File: src/hdl/pixel_tone_gray_blend_assert.svh
// Assertion macros for the pixel tone and gray blend block.
// Included by pixel_tone_gray_blend; depends on nothing else.
`ifndef PIXEL_TONE_GRAY_BLEND_ASSERT_SVH
`define PIXEL_TONE_GRAY_BLEND_ASSERT_SVH

// Condition in the same cycle implies the consequent.
`define PTGB_ASSERT_NOW(label, clk, rst, ante, cons) \
   label: assert property (@(posedge clk) disable iff (rst) (ante) |-> (cons)) \
      else $error("pixel_tone_gray_blend: same-cycle check failed");

// Condition implies the consequent in the next cycle.
`define PTGB_ASSERT_NEXT(label, clk, rst, ante, cons) \
   label: assert property (@(posedge clk) disable iff (rst) (ante) |=> (cons)) \
      else $error("pixel_tone_gray_blend: next-cycle check failed");

`endif

File: src/hdl/ptgb_pkg.sv
// Types, constants and helpers for the pixel tone and gray blend block.
// Standalone package; used by pixel_tone_gray_blend.
`timescale 1ns / 1ps

package ptgb_pkg;

   localparam int CHAN_W    = 8;
   localparam int OFFSET_W  = 9;
   localparam int GRAY_W    = 8;
   localparam int CSR_IDX_W = 2;
   localparam int CHANNELS  = 3;

   localparam int CH_RED   = 0;
   localparam int CH_GREEN = 1;
   localparam int CH_BLUE  = 2;

   // Register indexes on the csr port
   localparam logic [CSR_IDX_W-1:0] CSR_RED_OFFSET   = 2'd0;
   localparam logic [CSR_IDX_W-1:0] CSR_GREEN_OFFSET = 2'd1;
   localparam logic [CSR_IDX_W-1:0] CSR_BLUE_OFFSET  = 2'd2;
   localparam logic [CSR_IDX_W-1:0] CSR_GRAY_AMOUNT  = 2'd3;

   // Luma weights, sum of weights times 255 fits 18 bits
   localparam int WSUM_W = 18;
   localparam logic [WSUM_W-1:0] LUMA_R_WEIGHT = 18'd299;
   localparam logic [WSUM_W-1:0] LUMA_G_WEIGHT = 18'd587;
   localparam logic [WSUM_W-1:0] LUMA_B_WEIGHT = 18'd114;

   // x / 1000 == (x * ceil(2^28 / 1000)) >> 28 for x below 2^18
   localparam int RECIP1000_W     = 19;
   localparam int RECIP1000_SHIFT = 28;
   localparam logic [RECIP1000_W-1:0] RECIP_1000 = 19'd268436;
   localparam int LUMA_PROD_W = WSUM_W + RECIP1000_W;

   // Blend sum (255 * 255 max) fits 16 bits
   localparam int BLEND_W = 16;
   localparam logic [GRAY_W-1:0] GRAY_FULL = 8'd255;

   // x / 255 == (x * ceil(2^24 / 255)) >> 24 for x up to 255 * 255
   localparam int RECIP255_W     = 17;
   localparam int RECIP255_SHIFT = 24;
   localparam logic [RECIP255_W-1:0] RECIP_255 = 17'd65794;
   localparam int BLEND_PROD_W = BLEND_W + RECIP255_W;

   typedef logic [CHANNELS-1:0][CHAN_W-1:0] rgb_type;
   typedef logic [CHANNELS-1:0][BLEND_W-1:0] blend_type;

   typedef struct packed {
      logic [CHAN_W-1:0] red_in;
      logic [CHAN_W-1:0] green_in;
      logic [CHAN_W-1:0] blue_in;
      logic [CHAN_W-1:0] alpha_in;
   } req_payload_type;

   typedef struct packed {
      logic [CHAN_W-1:0] red_out;
      logic [CHAN_W-1:0] green_out;
      logic [CHAN_W-1:0] blue_out;
      logic [CHAN_W-1:0] alpha_out;
   } rsp_payload_type;

   // Add a signed offset to a channel and clamp to 0..255
   function automatic logic [CHAN_W-1:0] tone_clamp(input logic [CHAN_W-1:0]   chan,
                                                    input logic [OFFSET_W-1:0] off);
      logic [CHAN_W+1:0] sum;
      sum = {2'b00, chan} + {off[OFFSET_W-1], off};
      if (sum[CHAN_W+1]) begin
         tone_clamp = '0;
      end else if (sum[CHAN_W]) begin
         tone_clamp = '1;
      end else begin
         tone_clamp = sum[CHAN_W-1:0];
      end
   endfunction

endpackage

File: src/hdl/pixel_tone_gray_blend.sv
// Pixel tone offset and desaturation toward luma, five-stage pipeline.
// Depends on ptgb_pkg and pixel_tone_gray_blend_assert.svh.
//
//   channel  | direction | handshake            | payload
//   ---------+-----------+----------------------+------------------------------
//   req      | in        | req_valid/req_ready  | req_payload (R, G, B, A)
//   rsp      | out       | rsp_valid/rsp_ready  | rsp_payload (R, G, B, A)
//   csr      | in        | csr_write_en         | csr_index, csr_wdata
//
// One pixel enters per cycle while req_ready is high; clamp, luma sum, divide by 1000,
// blend and divide by 255 register in stages 1 to 5 in order; rsp_valid is stage 5's valid.
// Each stage loads when it is empty or the stage after it moves, so a stall
// at rsp only backs up until bubbles are filled; req_ready drops when all
// five stages are full and rsp_ready is low.
// Synchronous reset empties the pipeline and clears all csr registers to 0.
`timescale 1ns / 1ps

module pixel_tone_gray_blend (
   input  logic                              clock,
   input  logic                              reset,
   input  logic                              req_valid,
   output logic                              req_ready,
   input  ptgb_pkg::req_payload_type         req_payload,
   output logic                              rsp_valid,
   input  logic                              rsp_ready,
   output ptgb_pkg::rsp_payload_type         rsp_payload,
   input  logic                              csr_write_en,
   input  logic [ptgb_pkg::CSR_IDX_W-1:0]    csr_index,
   input  logic [ptgb_pkg::OFFSET_W-1:0]     csr_wdata
);

   import ptgb_pkg::*;

   // csr registers
   logic [OFFSET_W-1:0] red_offset_ff;
   logic [OFFSET_W-1:0] green_offset_ff;
   logic [OFFSET_W-1:0] blue_offset_ff;
   logic [GRAY_W-1:0]   gray_amount_ff;

   always_ff @(posedge clock) begin
      if (reset) begin
         red_offset_ff   <= '0;
         green_offset_ff <= '0;
         blue_offset_ff  <= '0;
         gray_amount_ff  <= '0;
      end else if (csr_write_en) begin
         case (csr_index)
            CSR_RED_OFFSET:   red_offset_ff   <= csr_wdata;
            CSR_GREEN_OFFSET: green_offset_ff <= csr_wdata;
            CSR_BLUE_OFFSET:  blue_offset_ff  <= csr_wdata;
            CSR_GRAY_AMOUNT:  gray_amount_ff  <= csr_wdata[GRAY_W-1:0];
            default: ;
         endcase
      end
   end

   // Stage control
   logic s1_valid_ff, s2_valid_ff, s3_valid_ff, s4_valid_ff, s5_valid_ff;
   logic s1_ready, s2_ready, s3_ready, s4_ready, s5_ready;

   assign s5_ready  = !s5_valid_ff || rsp_ready;
   assign s4_ready  = !s4_valid_ff || s5_ready;
   assign s3_ready  = !s3_valid_ff || s4_ready;
   assign s2_ready  = !s2_valid_ff || s3_ready;
   assign s1_ready  = !s1_valid_ff || s2_ready;
   assign req_ready = s1_ready;

   always_ff @(posedge clock) begin
      if (reset) begin
         s1_valid_ff <= 1'b0;
         s2_valid_ff <= 1'b0;
         s3_valid_ff <= 1'b0;
         s4_valid_ff <= 1'b0;
         s5_valid_ff <= 1'b0;
      end else begin
         if (s1_ready) begin
            s1_valid_ff <= req_valid;
         end
         if (s2_ready) begin
            s2_valid_ff <= s1_valid_ff;
         end
         if (s3_ready) begin
            s3_valid_ff <= s2_valid_ff;
         end
         if (s4_ready) begin
            s4_valid_ff <= s3_valid_ff;
         end
         if (s5_ready) begin
            s5_valid_ff <= s4_valid_ff;
         end
      end
   end

   // Stage 1: offset and clamp
   rgb_type           s1_color_in, s1_color_ff;
   logic [CHAN_W-1:0] s1_alpha_ff;

   assign s1_color_in[CH_RED]   = tone_clamp(req_payload.red_in,   red_offset_ff);
   assign s1_color_in[CH_GREEN] = tone_clamp(req_payload.green_in, green_offset_ff);
   assign s1_color_in[CH_BLUE]  = tone_clamp(req_payload.blue_in,  blue_offset_ff);

   always_ff @(posedge clock) begin
      if (s1_ready) begin
         s1_color_ff <= s1_color_in;
         s1_alpha_ff <= req_payload.alpha_in;
      end
   end

   // Stage 2: weighted luma sum
   logic [WSUM_W-1:0] s2_wsum_in, s2_wsum_ff;
   rgb_type           s2_color_ff;
   logic [CHAN_W-1:0] s2_alpha_ff;

   assign s2_wsum_in = WSUM_W'(s1_color_ff[CH_RED])   * LUMA_R_WEIGHT
                     + WSUM_W'(s1_color_ff[CH_GREEN]) * LUMA_G_WEIGHT
                     + WSUM_W'(s1_color_ff[CH_BLUE])  * LUMA_B_WEIGHT;

   always_ff @(posedge clock) begin
      if (s2_ready) begin
         s2_wsum_ff  <= s2_wsum_in;
         s2_color_ff <= s1_color_ff;
         s2_alpha_ff <= s1_alpha_ff;
      end
   end

   // Stage 3: divide by 1000 through the reciprocal
   logic [LUMA_PROD_W-1:0] s3_prod;
   logic [CHAN_W-1:0]      s3_luma_ff;
   rgb_type                s3_color_ff;
   logic [CHAN_W-1:0]      s3_alpha_ff;

   assign s3_prod = LUMA_PROD_W'(s2_wsum_ff) * LUMA_PROD_W'(RECIP_1000);

   always_ff @(posedge clock) begin
      if (s3_ready) begin
         s3_luma_ff  <= s3_prod[RECIP1000_SHIFT +: CHAN_W];
         s3_color_ff <= s2_color_ff;
         s3_alpha_ff <= s2_alpha_ff;
      end
   end

   // Stage 4: blend each channel toward luma
   logic [GRAY_W-1:0] s4_keep;
   blend_type         s4_blend_in, s4_blend_ff;
   logic [CHAN_W-1:0] s4_alpha_ff;

   assign s4_keep = GRAY_FULL - gray_amount_ff;

   always_comb begin
      for (int ch = 0; ch < CHANNELS; ch++) begin
         s4_blend_in[ch] = BLEND_W'(s4_keep) * BLEND_W'(s3_color_ff[ch])
                         + BLEND_W'(gray_amount_ff) * BLEND_W'(s3_luma_ff);
      end
   end

   always_ff @(posedge clock) begin
      if (s4_ready) begin
         s4_blend_ff <= s4_blend_in;
         s4_alpha_ff <= s3_alpha_ff;
      end
   end

   // Stage 5: divide by 255 through the reciprocal, output register
   logic [CHANNELS-1:0][BLEND_PROD_W-1:0] s5_prod;
   rgb_type                               s5_color_ff;
   logic [CHAN_W-1:0]                     s5_alpha_ff;

   always_comb begin
      for (int ch = 0; ch < CHANNELS; ch++) begin
         s5_prod[ch] = BLEND_PROD_W'(s4_blend_ff[ch]) * BLEND_PROD_W'(RECIP_255);
      end
   end

   always_ff @(posedge clock) begin
      if (s5_ready) begin
         for (int ch = 0; ch < CHANNELS; ch++) begin
            s5_color_ff[ch] <= s5_prod[ch][RECIP255_SHIFT +: CHAN_W];
         end
         s5_alpha_ff <= s4_alpha_ff;
      end
   end

   assign rsp_valid             = s5_valid_ff;
   assign rsp_payload.red_out   = s5_color_ff[CH_RED];
   assign rsp_payload.green_out = s5_color_ff[CH_GREEN];
   assign rsp_payload.blue_out  = s5_color_ff[CH_BLUE];
   assign rsp_payload.alpha_out = s5_alpha_ff;

   // Checks
   `include "pixel_tone_gray_blend_assert.svh"

   `PTGB_ASSERT_NOW(a_stall_only_when_full, clock, reset, !req_ready,
      s1_valid_ff && s2_valid_ff && s3_valid_ff && s4_valid_ff && s5_valid_ff && !rsp_ready)
   `PTGB_ASSERT_NOW(a_luma_in_range, clock, reset, s2_valid_ff,
      s3_prod[RECIP1000_SHIFT+CHAN_W] == 1'b0)
   `PTGB_ASSERT_NOW(a_blend_in_range, clock, reset, s4_valid_ff,
      s5_prod[CH_RED][RECIP255_SHIFT+CHAN_W] == 1'b0 &&
      s5_prod[CH_GREEN][RECIP255_SHIFT+CHAN_W] == 1'b0 &&
      s5_prod[CH_BLUE][RECIP255_SHIFT+CHAN_W] == 1'b0)
   `PTGB_ASSERT_NEXT(a_transfer_enters, clock, reset, req_valid && req_ready, s1_valid_ff)

endmodule

File: config.mk
export PLATFORM = sky130hd
export DESIGN_NAME = pixel_tone_gray_blend
export DESIGN_NICKNAME = d
export VERILOG_FILES = /design/src/hdl/ptgb_pkg.sv /design/src/hdl/pixel_tone_gray_blend.sv
export VERILOG_INCLUDE_DIRS = /design/src /design/src/hdl
export SDC_FILE = /design/constraint.sdc
export NUM_CORES = 1
export LEC_CHECK = 0
export BUFFER_PORTS_ARGS = -buffer_cell sky130_fd_sc_hd__buf_2
export CAP_MARGIN = 5
export CORE_MARGIN = 1.5
export CORE_UTILIZATION = 48
export CTS_CLUSTER_DIAMETER = 60
export CTS_CLUSTER_SIZE = 30
export DETAILED_ROUTE_END_ITERATION = 8
export PLACE_DENSITY_LB_ADDON = 0.2
export SYNTH_ARGS = -nofsm -noshare
export SYNTH_HDL_FRONTEND = slang
export SYNTH_SLANG_ARGS = --single-unit
File: constraint.sdc
create_clock -name clock -period 6.9 [get_ports clock]
set_input_delay 1.035 -clock clock [delete_from_list [all_inputs] [get_ports clock]]
set_output_delay 1.035 -clock clock [all_outputs]
set_load 0.03 [all_outputs]
==> metrics.txt <==
# TYPE chip_impl_metric gauge
chip_impl_metric{name="arrival_time_of_the_worst_setup_path",unit="ns"} 7.37
chip_impl_metric{name="min_period",unit="ns"} 7.11
chip_impl_info{name="holdCritStartpoint",value="s2_color_ff[2]"} 1
chip_impl_metric{name="initial_utilization",unit="%"} 48.7
chip_impl_info{name="setup_repair_after_global_routing_missed_its_margin",value="true"} 1
chip_impl_metric{name="detailedPlace.worstSlack",unit="ns"} -0.385
chip_impl_metric{name="remaining_drc_errors",unit=""} 5
chip_impl_info{name="path_class",value="flip-flop to flip-flop"} 1
chip_impl_metric{name="grt_first_pass_wirelength",unit="µm"} 97900
chip_impl_metric{name="die-area",unit="µm²"} 61500
chip_impl_metric{name="tritoncts_num_sinks",unit=""} 250
chip_impl_info{name="element_type_at_the_critical_path_end",value="flip-flop"} 1
chip_impl_metric{name="fp-row-count",unit=""} 89
chip_impl_metric{name="synth.ff_latch_count",unit=""} 250
chip_impl_metric{name="worst_slew_pin_slew",unit="ns"} 1.18
chip_impl_metric{name="num-fill-cells",unit=""} 5105
chip_impl_metric{name="cts_buffers",unit=""} 24
chip_impl_info{name="status",value="finished with violations"} 1
chip_impl_metric{name="synth_edf_count",unit=""} 210
chip_impl_metric{name="final_layout_size_suffix_gt1_share",unit="%"} 12.3
chip_impl_metric{name="synth_cell_type_count",unit=""} 64
chip_impl_info{name="timing.rr.end",value="s4_blend_ff[31]"} 1
chip_impl_metric{name="fin_worst_hold_slack",unit="ns"} 0.424
chip_impl_metric{name="groute.usage.overall",unit="%"} 20.0
chip_impl_metric{name="grt_overflow",unit=""} 0
chip_impl_metric{name="multiInputGateArea",unit="µm²"} 20100
chip_impl_info{name="path_common_cell",value="sky130_fd_sc_hd__fa_1"} 1
chip_impl_metric{name="dp.cells",unit=""} 3599
chip_impl_metric{name="boundaryPins",unit=""} 82
chip_impl_metric{name="sequential_cell_area",unit="µm²"} 7110
chip_impl_metric{name="holdBufCountCts",unit=""} 0
chip_impl_metric{name="die-height",unit="µm"} 248
chip_impl_info{name="yosys_most_used_dff",value="sky130_fd_sc_hd__edfxtp_1"} 1
chip_impl_metric{name="first_pass_iteration_count_of_the_detailed_router",unit=""} 9
chip_impl_metric{name="setup_total_negative_slack",unit="ns"} -0.537
chip_impl_metric{name="setup_viol",unit=""} 6
chip_impl_metric{name="die_width",unit="µm"} 248
chip_impl_info{name="startpoint_of_the_worst_register_to_register_path",value="s3_luma_ff[3]"} 1
chip_impl_metric{name="routed-via-count",unit=""} 18726
chip_impl_metric{name="slew-limit-headroom",unit="%"} 21.2
chip_impl_metric{name="worst_skew_pair.late_latency",unit="ns"} 0.58
chip_impl_metric{name="min_delay_path_depth",unit=""} 0
chip_impl_metric{name="first_global_vias",unit=""} 19769
chip_impl_metric{name="wl_per_cell",unit="µm"} 16.3
chip_impl_metric{name="fin_ws",unit="ns"} -0.212
chip_impl_metric{name="clock_transition_at_the_registers_of_the_reported_paths",unit="ns"} 0.08
chip_impl_metric{name="fin_nets",unit=""} 3816
chip_impl_metric{name="critical_path_peak_fanout",unit=""} 5
chip_impl_metric{name="number_of_antenna_violations_at_the_first_check_in_global_routing",unit=""} 0
chip_impl_metric{name="ys_async_sr_fraction",unit="%"} 0
chip_impl_metric{name="grt_start_max_net_pins",unit=""} 57
chip_impl_metric{name="place_congestion",unit=""} 0.856
chip_impl_info{name="violated_checks",value="design-rule violations, negative setup slack"} 1
chip_impl_metric{name="drtIter0Drc",unit=""} 633
chip_impl_metric{name="cts_max_path_buffers",unit=""} 3
chip_impl_info{name="clock-root-buffer",value="sky130_fd_sc_hd__clkbuf_16"} 1
chip_impl_metric{name="worst_clock_skew",unit="ns"} 0.0621
chip_impl_metric{name="worst_reg_to_reg_setup_slack",unit="ns"} -0.21
chip_impl_metric{name="r2r.worst_path.cells",unit=""} 27
chip_impl_metric{name="antenna_left",unit=""} 0
chip_impl_info{name="worstSetupStartpointType",value="flip-flop"} 1
chip_impl_metric{name="areaGrowthSynthToFinish",unit="%"} 12.4
chip_impl_metric{name="synth_area",unit="µm²"} 28800
chip_impl_metric{name="syn_inst",unit=""} 2679
chip_impl_metric{name="worst_path_largest_cell_delay",unit="ns"} 0.54
chip_impl_metric{name="buffer_ports.inserted",unit=""} 81
chip_impl_metric{name="hold_violations",unit=""} 0
chip_impl_metric{name="finalWirelength",unit="µm"} 59600
chip_impl_info{name="worst_min_delay_path_category",value="flip-flop to flip-flop"} 1
chip_impl_metric{name="htreeDepth",unit=""} 1
chip_impl_metric{name="hpwl",unit="µm"} 49900
chip_impl_metric{name="floorplan.core_area",unit="µm²"} 59100
chip_impl_metric{name="layout_worst_path_cycle_share",unit="%"} 103
chip_impl_metric{name="finalMaxSlewViolations",unit=""} 0
chip_impl_metric{name="detail_route.vias_per_cell",unit=""} 5.12
chip_impl_metric{name="data_required_critical_path",unit="ns"} 7.15
chip_impl_metric{name="avgSynthCellArea",unit="µm²"} 10.8
chip_impl_metric{name="seq_total_area_yosys",unit="%"} 24.7
chip_impl_info{name="crit_path_top_delay_cell",value="sky130_fd_sc_hd__fa_1"} 1
chip_impl_info{name="tritoncts",value="yes"} 1
chip_impl_metric{name="final_cell_count_no_fill",unit=""} 3656
chip_impl_metric{name="clock.fmax",unit="GHz"} 0.141
chip_impl_metric{name="synth-warning-count",unit=""} 0
chip_impl_metric{name="max_cap_violations",unit=""} 0
chip_impl_info{name="min_to",value="s3_color_ff[2]"} 1
chip_impl_metric{name="antenna-diode-count",unit=""} 0
[cells in the mapped netlist, drive strengths merged (3+ instances only)]
cell type,n,area [µm²]
o31ai,3,22.5
xnor2,95,840
and3,8,50.1
o21a,43,323
o21bai,10,75.1
mux2i,16,160
nand3,20,100
a31o,5,43.8
nand2b,99,619
o21ai,53,269
clkbuf,30,113
or2,7,43.8
a2111oi,4,47.6
nand2,92,345
xor2,28,245
nor3,4,20.0
nand3b,3,22.5
a21o,39,293
a21boi,5,37.5
a21oi,95,475
fa,307,6150
a31oi,10,62.6
a211oi,6,50.1
o31a,3,26.3
nand4,5,31.3
edfxtp,210,6310
inv,559,2100
and2,53,332
nor2b,113,714
and4,3,28.8
nor2,78,293
dfxtp,40,801
o211ai,6,55.1
ha,596,7460
or3,4,25.0
[worst max-delay path, delay by kind of cell (launching register included)]
family                   cells  cell delay (ns)
adder cells (fa/ha/maj)     10             4.34
XOR/XNOR                     2             0.29
AND/OR/NAND/NOR              1             0.19
buffers and inverters        5             0.23
AO/OA/AOI/OAI                9             1.26
flip-flops                   1             0.49
[repair_timing]
item / in CTS / in global routing
pin swaps: 17 / 51
setup buffers: 6 / 9
resized for setup: 27 / 78
cloned: 0 / 0
endpoints found under the setup margin: 17 / 22
[stage by stage]
stage	instance area, µm²	util (%)
floorplan	29000	-
global placement	30900	52.3
detailed placement	30900	52.3
CTS	32000	54.1
global route	32400	54.8
finish	32400	54.8
[cells in the final DEF, fill, tap and decap left out, types with 35 or more instances in the layout]
| master | count |
|---|---|
| sky130_fd_sc_hd__ha_1 | 579 |
| sky130_fd_sc_hd__inv_1 | 549 |
| sky130_fd_sc_hd__fa_1 | 302 |
| sky130_fd_sc_hd__edfxtp_1 | 210 |
| sky130_fd_sc_hd__nor2b_1 | 108 |
| sky130_fd_sc_hd__nand2b_1 | 99 |
| sky130_fd_sc_hd__buf_4 | 99 |
| sky130_fd_sc_hd__xnor2_1 | 87 |
| sky130_fd_sc_hd__nand2_1 | 84 |
| sky130_fd_sc_hd__buf_2 | 81 |
| sky130_fd_sc_hd__nor2_1 | 76 |
| sky130_fd_sc_hd__a21oi_1 | 72 |
| sky130_fd_sc_hd__and2_1 | 46 |
| sky130_fd_sc_hd__o21ai_0 | 44 |
| sky130_fd_sc_hd__o21a_1 | 43 |
| sky130_fd_sc_hd__a21o_1 | 38 |
| sky130_fd_sc_hd__dfxtp_1 | 35 |
[layout make-up]
| cell class | instances | area share (%) |
|---|---|---|
| Timing Repair Buffer | 189 | 3.89 |
| Multi-Input combinational cell | 1841 | 61.9 |
| Clock inverter | 19 | 0.915 |
| Clock buffer | 25 | 1.87 |
| Inverter | 559 | 6.48 |
| Tap cell | 773 | 2.99 |
| Sequential cell | 250 | 22.0 |
[routing by layer]
metal | GRT usage, % | up-vias | part of all wire [%]
li1 | - | 9126 | -
met2 | 35.5 | 244 | 50
met4 | 4.46 | 0 | 2.2
met1 | 26.3 | 9278 | 45
met3 | 1.96 | 78 | 2.6
met5 | 0 | - | 0
[worst max-delay path by stage]
stage | from | end | slack [ns] | cells after the start
floorplan | gray_amount_ff[3] | s4_blend_ff[31] | -0.02 | 29
global placement | s3_luma_ff[2] | s4_blend_ff[15] | -0.33 | 25
detailed placement | s3_luma_ff[4] | s4_blend_ff[31] | -0.38 | 28
CTS | s3_luma_ff[2] | s4_blend_ff[15] | -0.23 | 26
global route | s3_luma_ff[3] | s4_blend_ff[31] | -0.50 | 27
finish | s3_luma_ff[3] | s4_blend_ff[31] | -0.21 | 27
[sequential cells by signal, summed over array words and instances, names as in the netlist, 8 cells and up]
signal,cells
s4_blend_ff,48
s3_luma_ff,8
s1_color_ff,24
s2_color_ff,24
s2_wsum_ff,18
green_offset_ff,9
s1_alpha_ff,8
s3_alpha_ff,8
s5_alpha_ff,8
red_offset_ff,9
s3_color_ff,24
rsp_payload,24
blue_offset_ff,9
gray_amount_ff,8
s4_alpha_ff,8
s2_alpha_ff,8
[cells by family after synthesis]
logic type	after synthesis	share of synthesized area, %
adders and majority gates	903	47.2
buffers and inverters	590	7.68
and+or+nand+nor	493	9.21
AOI/OAI and AO/OA	302	6.83
DFF	250	24.7
xor gates and xnor gates	124	3.84
muxes	16	0.556
other	1	0.0130
Power is not shown: default switching activity piles up to over one toggle a cycle in this logic, so the estimate is an artifact.
